File: src/sv/rau_pkg.sv
// ----------------------------------------------------------------------------
// Rational arithmetic unit package
// Shared widths, operation codes and the status bundle of the reduce engine.
// ----------------------------------------------------------------------------
package rau_pkg;

   localparam int IN_WIDTH_DEF = 32;
   localparam int FIELD_W      = 32;
   localparam int RES_W        = 64;
   localparam int OP_W         = 3;

   localparam logic [OP_W-1:0] OP_ADD    = 3'd0;
   localparam logic [OP_W-1:0] OP_SUB    = 3'd1;
   localparam logic [OP_W-1:0] OP_MUL    = 3'd2;
   localparam logic [OP_W-1:0] OP_EQ     = 3'd3;
   localparam logic [OP_W-1:0] OP_ISINT  = 3'd4;
   localparam logic [OP_W-1:0] OP_REDUCE = 3'd5;

   typedef struct packed {
      logic busy;
      logic done;
   } red_stat_type;

endpackage

File: src/sv/rational_arithmetic_unit.sv
// ----------------------------------------------------------------------------
// Rational arithmetic unit
// Add, subtract, multiply, compare, integer test and reduction of fractions.
// ----------------------------------------------------------------------------
// A request carries an operation code and two fractions of signed numerator
// and denominator; each operand is taken as its low IN_WIDTH bits. Each
// request gives exactly one response with a 64-bit numerator and denominator,
// a truth bit for the tests and an error bit for a zero denominator in use.
// Requests are taken one at a time: req_ready is high only while the
// sequencer is idle. Add, subtract, multiply and equal run four products
// through one shared registered multiplier. Reduce runs a binary gcd of up
// to 2*IN_WIDTH steps and then divides both magnitudes by it in IN_WIDTH
// steps. The integer test, unused codes and zero denominators go straight
// from idle to the finish state.
// The response sits in an output register; a new request is accepted while
// it waits, and the next result is held back until the receiver takes it.
// Synchronous reset empties the response register and returns to idle.
// ----------------------------------------------------------------------------
module rational_arithmetic_unit #(
   parameter int IN_WIDTH = rau_pkg::IN_WIDTH_DEF
) (
   input  logic                              clock,
   input  logic                              reset,
   input  logic                              req_valid,
   output logic                              req_ready,
   input  logic [rau_pkg::OP_W-1:0]          req_operation,
   input  logic signed [rau_pkg::FIELD_W-1:0] req_a_num,
   input  logic signed [rau_pkg::FIELD_W-1:0] req_a_den,
   input  logic signed [rau_pkg::FIELD_W-1:0] req_b_num,
   input  logic signed [rau_pkg::FIELD_W-1:0] req_b_den,
   output logic                              rsp_valid,
   input  logic                              rsp_ready,
   output logic signed [rau_pkg::RES_W-1:0]  rsp_res_num,
   output logic signed [rau_pkg::RES_W-1:0]  rsp_res_den,
   output logic                              rsp_truth,
   output logic                              rsp_error
);

   localparam int W  = IN_WIDTH;
   localparam int PW = 2 * IN_WIDTH;
   localparam int RW = rau_pkg::RES_W;

   typedef enum logic [3:0] {
      S_IDLE = 4'b0001,
      S_MUL  = 4'b0010,
      S_RED  = 4'b0100,
      S_FIN  = 4'b1000
   } state_type;

   state_type                   state_ff, state_in;
   logic [rau_pkg::OP_W-1:0]    op_ff, op_in;
   logic signed [W-1:0]         an_ff, an_in;
   logic signed [W-1:0]         ad_ff, ad_in;
   logic signed [W-1:0]         bn_ff, bn_in;
   logic signed [W-1:0]         bd_ff, bd_in;
   logic [2:0]                  cnt_ff, cnt_in;
   logic                        start_ff, start_in;
   logic signed [PW-1:0]        p1_ff, p1_in;
   logic signed [PW-1:0]        p2_ff, p2_in;
   logic signed [PW-1:0]        dd_ff, dd_in;
   logic [RW-1:0]               stg_num_ff, stg_num_in;
   logic [RW-1:0]               stg_den_ff, stg_den_in;
   logic                        stg_truth_ff, stg_truth_in;
   logic                        stg_err_ff, stg_err_in;
   logic                        rsp_valid_ff, rsp_valid_in;
   logic [RW-1:0]               rsp_num_ff, rsp_num_in;
   logic [RW-1:0]               rsp_den_ff, rsp_den_in;
   logic                        rsp_truth_ff, rsp_truth_in;
   logic                        rsp_error_ff, rsp_error_in;

   logic signed [W-1:0]         a_num_w, a_den_w, b_num_w, b_den_w;
   logic                        ad_zero, bd_zero;
   logic signed [W-1:0]         mul_a, mul_b;
   logic signed [PW-1:0]        prod;
   logic [W-1:0]                mag_num, mag_den;
   logic                        neg;
   rau_pkg::red_stat_type       red_stat;
   logic [W-1:0]                q_num, q_den;
   logic [RW-1:0]               qn_ext;

   assign a_num_w = req_a_num[W-1:0];
   assign a_den_w = req_a_den[W-1:0];
   assign b_num_w = req_b_num[W-1:0];
   assign b_den_w = req_b_den[W-1:0];
   assign ad_zero = a_den_w == '0;
   assign bd_zero = b_den_w == '0;

   always_comb begin
      case (cnt_ff)
         3'd0: begin
            mul_a = an_ff;
            mul_b = bd_ff;
         end
         3'd1: begin
            mul_a = bn_ff;
            mul_b = ad_ff;
         end
         3'd2: begin
            mul_a = ad_ff;
            mul_b = bd_ff;
         end
         default: begin
            mul_a = an_ff;
            mul_b = bn_ff;
         end
      endcase
   end

   rau_mult #(
      .IN_WIDTH(IN_WIDTH)
   ) u_mult (
      .clock (clock),
      .mul_a (mul_a),
      .mul_b (mul_b),
      .prod  (prod)
   );

   assign mag_num = an_ff[W-1] ? (~an_ff) + W'(1) : an_ff;
   assign mag_den = ad_ff[W-1] ? (~ad_ff) + W'(1) : ad_ff;
   assign neg     = an_ff[W-1] ^ ad_ff[W-1];

   rau_reduce #(
      .IN_WIDTH(IN_WIDTH)
   ) u_reduce (
      .clock   (clock),
      .reset   (reset),
      .start   (start_ff),
      .num_mag (mag_num),
      .den_mag (mag_den),
      .stat    (red_stat),
      .q_num   (q_num),
      .q_den   (q_den)
   );

   assign qn_ext = RW'(q_num);

   always_comb begin
      state_in     = state_ff;
      op_in        = op_ff;
      an_in        = an_ff;
      ad_in        = ad_ff;
      bn_in        = bn_ff;
      bd_in        = bd_ff;
      cnt_in       = cnt_ff;
      start_in     = 1'b0;
      p1_in        = p1_ff;
      p2_in        = p2_ff;
      dd_in        = dd_ff;
      stg_num_in   = stg_num_ff;
      stg_den_in   = stg_den_ff;
      stg_truth_in = stg_truth_ff;
      stg_err_in   = stg_err_ff;
      rsp_valid_in = rsp_valid_ff && !rsp_ready;
      rsp_num_in   = rsp_num_ff;
      rsp_den_in   = rsp_den_ff;
      rsp_truth_in = rsp_truth_ff;
      rsp_error_in = rsp_error_ff;
      case (state_ff)
         S_IDLE: begin
            if (req_valid) begin
               op_in        = req_operation;
               an_in        = a_num_w;
               ad_in        = a_den_w;
               bn_in        = b_num_w;
               bd_in        = b_den_w;
               cnt_in       = '0;
               stg_num_in   = '0;
               stg_den_in   = '0;
               stg_truth_in = 1'b0;
               stg_err_in   = 1'b0;
               state_in     = S_FIN;
               case (req_operation)
                  rau_pkg::OP_ADD, rau_pkg::OP_SUB, rau_pkg::OP_MUL, rau_pkg::OP_EQ: begin
                     if (ad_zero || bd_zero) begin
                        stg_err_in = 1'b1;
                     end else begin
                        state_in = S_MUL;
                     end
                  end
                  rau_pkg::OP_ISINT: begin
                     stg_err_in   = ad_zero;
                     stg_truth_in = a_den_w == W'(1);
                  end
                  rau_pkg::OP_REDUCE: begin
                     if (ad_zero) begin
                        stg_err_in = 1'b1;
                     end else begin
                        start_in = 1'b1;
                        state_in = S_RED;
                     end
                  end
                  default: begin
                     stg_err_in = 1'b0;
                  end
               endcase
            end
         end
         S_MUL: begin
            cnt_in = cnt_ff + 1'b1;
            case (cnt_ff)
               3'd1: p1_in = prod;
               3'd2: p2_in = prod;
               3'd3: dd_in = prod;
               3'd4: begin
                  state_in = S_FIN;
                  case (op_ff)
                     rau_pkg::OP_ADD: begin
                        stg_num_in = RW'(p1_ff) + RW'(p2_ff);
                        stg_den_in = RW'(dd_ff);
                     end
                     rau_pkg::OP_SUB: begin
                        stg_num_in = RW'(p1_ff) - RW'(p2_ff);
                        stg_den_in = RW'(dd_ff);
                     end
                     rau_pkg::OP_MUL: begin
                        stg_num_in = RW'(prod);
                        stg_den_in = RW'(dd_ff);
                     end
                     default: begin
                        stg_truth_in = p1_ff == p2_ff;
                     end
                  endcase
               end
               default: begin
                  cnt_in = cnt_ff + 1'b1;
               end
            endcase
         end
         S_RED: begin
            if (red_stat.done) begin
               stg_num_in = neg ? RW'(0) - qn_ext : qn_ext;
               stg_den_in = RW'(q_den);
               state_in   = S_FIN;
            end
         end
         S_FIN: begin
            if (!rsp_valid_ff || rsp_ready) begin
               rsp_valid_in = 1'b1;
               rsp_num_in   = stg_num_ff;
               rsp_den_in   = stg_den_ff;
               rsp_truth_in = stg_truth_ff;
               rsp_error_in = stg_err_ff;
               state_in     = S_IDLE;
            end
         end
         default: begin
            state_in = S_IDLE;
         end
      endcase
   end

   always_ff @(posedge clock) begin
      if (reset) begin
         state_ff     <= S_IDLE;
         start_ff     <= 1'b0;
         rsp_valid_ff <= 1'b0;
      end else begin
         state_ff     <= state_in;
         start_ff     <= start_in;
         rsp_valid_ff <= rsp_valid_in;
      end
   end

   always_ff @(posedge clock) begin
      op_ff        <= op_in;
      an_ff        <= an_in;
      ad_ff        <= ad_in;
      bn_ff        <= bn_in;
      bd_ff        <= bd_in;
      cnt_ff       <= cnt_in;
      p1_ff        <= p1_in;
      p2_ff        <= p2_in;
      dd_ff        <= dd_in;
      stg_num_ff   <= stg_num_in;
      stg_den_ff   <= stg_den_in;
      stg_truth_ff <= stg_truth_in;
      stg_err_ff   <= stg_err_in;
      rsp_num_ff   <= rsp_num_in;
      rsp_den_ff   <= rsp_den_in;
      rsp_truth_ff <= rsp_truth_in;
      rsp_error_ff <= rsp_error_in;
   end

   assign req_ready   = state_ff == S_IDLE;
   assign rsp_valid   = rsp_valid_ff;
   assign rsp_res_num = rsp_num_ff;
   assign rsp_res_den = rsp_den_ff;
   assign rsp_truth   = rsp_truth_ff;
   assign rsp_error   = rsp_error_ff;

   a_one_at_a_time: assert property (@(posedge clock) disable iff (reset)
      (req_valid && req_ready) |=> !req_ready)
      else $error("A request was accepted while another was in progress.");

   a_error_clean: assert property (@(posedge clock) disable iff (reset)
      (rsp_valid && rsp_error) |-> (rsp_res_num == '0 && rsp_res_den == '0 && !rsp_truth))
      else $error("An error response carries a nonzero result.");

   a_truth_clean: assert property (@(posedge clock) disable iff (reset)
      (rsp_valid && rsp_truth) |-> (rsp_res_num == '0 && rsp_res_den == '0))
      else $error("A test response carries a nonzero fraction.");

   a_reduce_owned: assert property (@(posedge clock) disable iff (reset)
      red_stat.done |-> (state_ff == S_RED))
      else $error("The reduce engine finished outside a reduce request.");

   a_reduce_busy: assert property (@(posedge clock) disable iff (reset)
      (state_ff == S_RED && !start_ff && !red_stat.done) |-> red_stat.busy)
      else $error("The reduce engine went idle before delivering its result.");

endmodule

File: src/sv/rau_mult.sv
// ----------------------------------------------------------------------------
// Rational arithmetic unit shared multiplier
// One signed multiply per cycle with a registered product.
// ----------------------------------------------------------------------------
module rau_mult #(
   parameter int IN_WIDTH = rau_pkg::IN_WIDTH_DEF
) (
   input  logic                        clock,
   input  logic signed [IN_WIDTH-1:0]  mul_a,
   input  logic signed [IN_WIDTH-1:0]  mul_b,
   output logic signed [2*IN_WIDTH-1:0] prod
);

   logic signed [2*IN_WIDTH-1:0] prod_ff;
   logic signed [2*IN_WIDTH-1:0] prod_in;

   assign prod_in = mul_a * mul_b;

   always_ff @(posedge clock) begin
      prod_ff <= prod_in;
   end

   assign prod = prod_ff;

endmodule

File: src/sv/rau_reduce.sv
// ----------------------------------------------------------------------------
// Rational arithmetic unit reduce engine
// Binary gcd, one subtract or shift step per cycle, followed by a two-lane
// restoring divider that divides both magnitudes by the gcd, one bit a cycle.
// ----------------------------------------------------------------------------
module rau_reduce #(
   parameter int IN_WIDTH = rau_pkg::IN_WIDTH_DEF
) (
   input  logic                  clock,
   input  logic                  reset,
   input  logic                  start,
   input  logic [IN_WIDTH-1:0]   num_mag,
   input  logic [IN_WIDTH-1:0]   den_mag,
   output rau_pkg::red_stat_type stat,
   output logic [IN_WIDTH-1:0]   q_num,
   output logic [IN_WIDTH-1:0]   q_den
);

   localparam int W  = IN_WIDTH;
   localparam int KW = $clog2(W);

   typedef enum logic [2:0] {
      R_IDLE = 3'b001,
      R_GCD  = 3'b010,
      R_DIV  = 3'b100
   } rstate_type;

   rstate_type    state_ff, state_in;
   logic          done_ff, done_in;
   logic [W-1:0]  x_ff, x_in;
   logic [W-1:0]  y_ff, y_in;
   logic [KW-1:0] k_ff, k_in;
   logic [KW-1:0] cnt_ff, cnt_in;
   logic [W-1:0]  g_ff, g_in;
   logic [W-1:0]  qn_ff, qn_in;
   logic [W-1:0]  qd_ff, qd_in;
   logic [W-1:0]  rn_ff, rn_in;
   logic [W-1:0]  rd_ff, rd_in;

   logic [W-1:0]  rs_n, rs_d;
   logic          ge_n, ge_d;

   assign rs_n = {rn_ff[W-2:0], qn_ff[W-1]};
   assign rs_d = {rd_ff[W-2:0], qd_ff[W-1]};
   assign ge_n = rs_n >= g_ff;
   assign ge_d = rs_d >= g_ff;

   always_comb begin
      state_in = state_ff;
      done_in  = 1'b0;
      x_in     = x_ff;
      y_in     = y_ff;
      k_in     = k_ff;
      cnt_in   = cnt_ff;
      g_in     = g_ff;
      qn_in    = qn_ff;
      qd_in    = qd_ff;
      rn_in    = rn_ff;
      rd_in    = rd_ff;
      case (state_ff)
         R_IDLE: begin
            if (start) begin
               x_in     = num_mag;
               y_in     = den_mag;
               qn_in    = num_mag;
               qd_in    = den_mag;
               k_in     = '0;
               state_in = R_GCD;
            end
         end
         R_GCD: begin
            if (x_ff == '0 || y_ff == '0) begin
               g_in     = (x_ff | y_ff) << k_ff;
               rn_in    = '0;
               rd_in    = '0;
               cnt_in   = KW'(W - 1);
               state_in = R_DIV;
            end else if (!x_ff[0] && !y_ff[0]) begin
               x_in = x_ff >> 1;
               y_in = y_ff >> 1;
               k_in = k_ff + 1'b1;
            end else if (!x_ff[0]) begin
               x_in = x_ff >> 1;
            end else if (!y_ff[0]) begin
               y_in = y_ff >> 1;
            end else if (x_ff >= y_ff) begin
               x_in = (x_ff - y_ff) >> 1;
            end else begin
               y_in = (y_ff - x_ff) >> 1;
            end
         end
         R_DIV: begin
            rn_in = ge_n ? rs_n - g_ff : rs_n;
            rd_in = ge_d ? rs_d - g_ff : rs_d;
            qn_in = {qn_ff[W-2:0], ge_n};
            qd_in = {qd_ff[W-2:0], ge_d};
            if (cnt_ff == '0) begin
               done_in  = 1'b1;
               state_in = R_IDLE;
            end else begin
               cnt_in = cnt_ff - 1'b1;
            end
         end
         default: begin
            state_in = R_IDLE;
         end
      endcase
   end

   always_ff @(posedge clock) begin
      if (reset) begin
         state_ff <= R_IDLE;
         done_ff  <= 1'b0;
      end else begin
         state_ff <= state_in;
         done_ff  <= done_in;
      end
   end

   always_ff @(posedge clock) begin
      x_ff   <= x_in;
      y_ff   <= y_in;
      k_ff   <= k_in;
      cnt_ff <= cnt_in;
      g_ff   <= g_in;
      qn_ff  <= qn_in;
      qd_ff  <= qd_in;
      rn_ff  <= rn_in;
      rd_ff  <= rd_in;
   end

   assign stat.busy = state_ff != R_IDLE;
   assign stat.done = done_ff;
   assign q_num     = qn_ff;
   assign q_den     = qd_ff;

endmodule
File: config.mk
export PLATFORM = sky130hd
export DESIGN_NAME = rational_arithmetic_unit
export DESIGN_NICKNAME = d
export VERILOG_FILES = /design/src/sv/rau_pkg.sv /design/src/sv/rational_arithmetic_unit.sv /design/src/sv/rau_mult.sv /design/src/sv/rau_reduce.sv
export SDC_FILE = /design/constraint.sdc
export NUM_CORES = 2
export LEC_CHECK = 0
export BUFFER_PORTS_ARGS = -buffer_cell sky130_fd_sc_hd__buf_4
export CORE_MARGIN = 5
export CORE_UTILIZATION = 29
export DETAILED_ROUTE_END_ITERATION = 6
export SETUP_SLACK_MARGIN = 0.05
export SLEW_MARGIN = 20
export SYNTH_ARGS = -nofsm -noshare
export SYNTH_HDL_FRONTEND = slang
export SYNTH_SLANG_ARGS = --single-unit
File: constraint.sdc
create_clock -name clock -period 13.08 [get_ports clock]
set_input_delay 0.654 -clock clock [delete_from_list [all_inputs] [get_ports clock]]
set_output_delay 0.654 -clock clock [all_outputs]
set_load 0.02 [all_outputs]
==> metrics.md <==
| Metric | Value |
|---|---|
| Post-CTS Resized | 0 |
| Final Cycle Share | approximately nine tenths |
| Min cycle time layout | ~12 ns |
| Top_reg_cell synth | edfxtp_1 |
| IO buf count | between 200 and 300 |
| Routed WL | ~320000 um |
| Setup crit end kind | register |
| Register area share after synthesis | just over 30% |
| Mean post-synth cell area | roughly 10 sq um |
| Synth cell types | between 80 and 90 |
| Die X-Extent | 555 um |
| Largest net degree at the start of global routing | between 100 and 150 |
| GRT Residual Overflow | 0 |
| Max-Cap Viols | 0 |
| Initial Util | 29.0% |
| Via Count | 67400 |
| Flops & latches, synth | slightly below 900 |
| Initial DRT Pass Iterations | 6 |
| Multi-input logic area | 0.0541 sq mm |
| Wire per inst | between 20 and 30 um |
| Worst-Skew Late Latency | approximately 0.76 ns |
| Share of cells above drive strength 1 | 8.96% |
| Drt initial violations | just under 8000 |
| Layout net count | 10400 |
| Worst Skew | around 0.075 ns |
| Commonest non-fill, non-tap cells in the layout | inv_1 (1275), fa_1 (1088), nor2_1 (955) |
| I/O pins | ~270 |
| CTS sink cnt | approximately 900 |
| Vias in the first global route | ~67000 |
| Hold Path Cell Cnt | 1 |
| Kind of critical path | register to register |
| Synth-to-Final Area Change | 12.6% |
| Slowest stage cell, crit path | a221o_1 |
| Post-CTS setup buffers | 0 |
| Register area | 0.0260 sq mm |
| Critical path peak fanout | 31 |
| Total GRT Usage | between 20% and 30% |
| Worst slew margin | between 10 and 15% |
| Worst-case clock buffer depth | 3 |
| Mapped cell area | 0.0860 sq mm |
| Maximum clock frequency | ~86 MHz |
| Drt drc | 0 |
| Status | complete, no violations |
| Area share of the largest cell type after synthesis | between 20% and 30% |
| CTS buffer count | slightly above 100 |
| Worst-path clk slew | about 0.060 ns |
| Setup TNS | 0 ns |
| Critical Path AT | approximately 12 ns |
| Slew @ Worst Pin | 1.31 ns |
| H-tree levels | 3 |
| Startpoint Class | register |
| Root Buffer | clkbuf_16 |
| Cell taking the most area after synthesis | edfxtp_1 |
| First-pass GRT wire length | roughly 470000 um |
| Syn Nets | between 10000 and 15000 |
| GR Layer Usage met1 | 27.6% |
| Initial antenna violation count | 21 |
| Slew Limit Fails | 0 |
| Cells after Synth | between 8000 and 9000 |
| RSZ-0062 raised after global routing | no |
| Row cnt | 200 |
| R2r worst-path depth | 31 |
| Met3 GRT Util | under 10% |
| GRT Max-Usage Layer | met2 |
| Final hold vios | 0 |
| Antenna-violating nets left | 0 |
| M2 GR Usage | 31.8% |
| Number of synthesized flops with an enable pin | around 800 |
| Hold WC Path Type | input pin to register |
| Final worst slack | 1.50 ns |
| Die area | about 0.3 sq mm |
| Pre-CTS setup slack | 1.80 ns |
| Commonest non-fill, non-tap cell in the layout | inv_1 |
| DR vias/cell | between 5 and 6 |
| Critical path required time | between 10 and 15 ns |
| Final RePlAce weighted congestion | about 0.96 |
| Hold-fix buffer count after cts | 11 |
| Chip height | ~550 um |
| Async SR Flop Fraction | 0% |
| Final setup viols | 0 |
| # fillers | between 30000 and 40000 |
| Top post-synthesis cells by area | edfxtp_1 (29%), fa_1 (25%), ha_1 (7.0%), inv_1 (5.6%), nor2_1 (4.2%) |
| Core Area | 0.296 sq mm |
| CP most frequent cell | fa_1 |
| Post-DP HPWL | 251000 um |
| CTS tree | done |
| Ys Warns | 0 |
| CP max stage delay | between 0.9 and 1 ns |
[state kept, by name (all words and copies together), names as in the netlist, 64 cells and up]
name,count
rsp_res_den,64
stg_num_ff,64
u_mult.prod,64
stg_den_ff,64
rsp_res_num,64
dd_ff,64
p1_ff,64
p2_ff,64
[cell usage after synthesis, types with 26 or more instances]
| master | number |
|---|---|
| inv_1 | 1277 |
| fa_1 | 1088 |
| nor2_1 | 960 |
| edfxtp_1 | 818 |
| nand2_1 | 687 |
| a21oi_1 | 502 |
| ha_1 | 479 |
| clkbuf_1 | 409 |
| o21ai_0 | 244 |
| xnor2_1 | 175 |
| a221oi_1 | 130 |
| a21o_1 | 129 |
| and2_1 | 119 |
| xor2_1 | 114 |
| nand3_1 | 97 |
| nor3_1 | 90 |
| nor4_1 | 80 |
| a221o_1 | 77 |
| dfxtp_1 | 74 |
| o21bai_1 | 69 |
| nand2b_1 | 57 |
| o22ai_1 | 57 |
| a211oi_1 | 54 |
| mux2i_1 | 53 |
| o21a_1 | 53 |
| nand4_1 | 52 |
| nor2b_1 | 52 |
| o31ai_1 | 49 |
| a22o_1 | 45 |
| or3_1 | 39 |
| o221ai_1 | 32 |
| a22oi_1 | 31 |
| a31oi_1 | 31 |
| buf_1 | 29 |
| and3_1 | 27 |
| o211ai_1 | 27 |
| mux4_2 | 26 |
[path summary, 6_finish.rpt]
| check | endpoint | start | slack, ns |
|---|---|---|---|
| worst max-delay path | u_mult.prod[60] | cnt_ff[0] | 1.50 |
| worst min-delay path | bn_ff[22] | req_b_num[22] | 0.08 |
| worst max register to register | u_mult.prod[60] | cnt_ff[0] | 1.50 |
| worst min register to register | rsp_res_num[27] | stg_num_ff[27] | 0.41 |
[cells by family (layout without fill, tap and decap cells)]
logic type | count (synthesis) | after routing | synth area share (%)
AO/OA/AOI/OAI | 1688 | 1688 | 13.3
XOR/XNOR | 289 | 289 | 2.94
adder cells (fa/ha/maj) | 1567 | 1567 | 32.3
buffers and inverters | 1727 | 1916 | 7.55
flip-flops | 892 | 892 | 30.3
multiplexers | 94 | 94 | 1.49
other | 0 | 7 | 0
AND/OR/NAND/NOR | 2348 | 2348 | 12.2
[metrics by stage]
stage | cell area, sq um | instances | utilization, % | hold WS (ns)
final | 96800 | 12700 | 32.7 | 0.0784
after floorplan | 86000 | 8605 | - | 0.400
after global routing | 96800 | 12700 | 32.7 | 0.0253
after global placement | 93000 | 12500 | 31.4 | 0.401
after CTS | 96700 | 12700 | 32.7 | 0.00199
after detailed placement | 93100 | 12500 | 31.4 | 0.405
[critical path, delay by kind of cell (launching register included)]
family,cells,cell delay [ns]
AOI/OAI and AO/OA,8,3.50
adders and majority gates,10,4.62
buffers and inverters,6,0.85
DFF,1,0.40
and+or+nand+nor,7,2.11
[metal layers]
layer / wire [um] / vias to the layer above
li1: - / 29200
met4: 14700 / 4
met2: 141000 / 3374
met3: 32400 / 661
met5: 23 / -
met1: 134000 / 34100
[final cells by class]
class	instances	share of cell area, %
sequential	892	26.9
clock inverter	61	0.764
timing repair buffer	440	3.48
inverter	1285	4.99
multi-input combinational	5986	55.9
antenna	7	0.0181
tap	3939	5.09
clock buffer	130	2.89
Power is left out: the tool's default activity adds up to more than one toggle a clock period on the data nets, which glitch-free logic cannot reach.
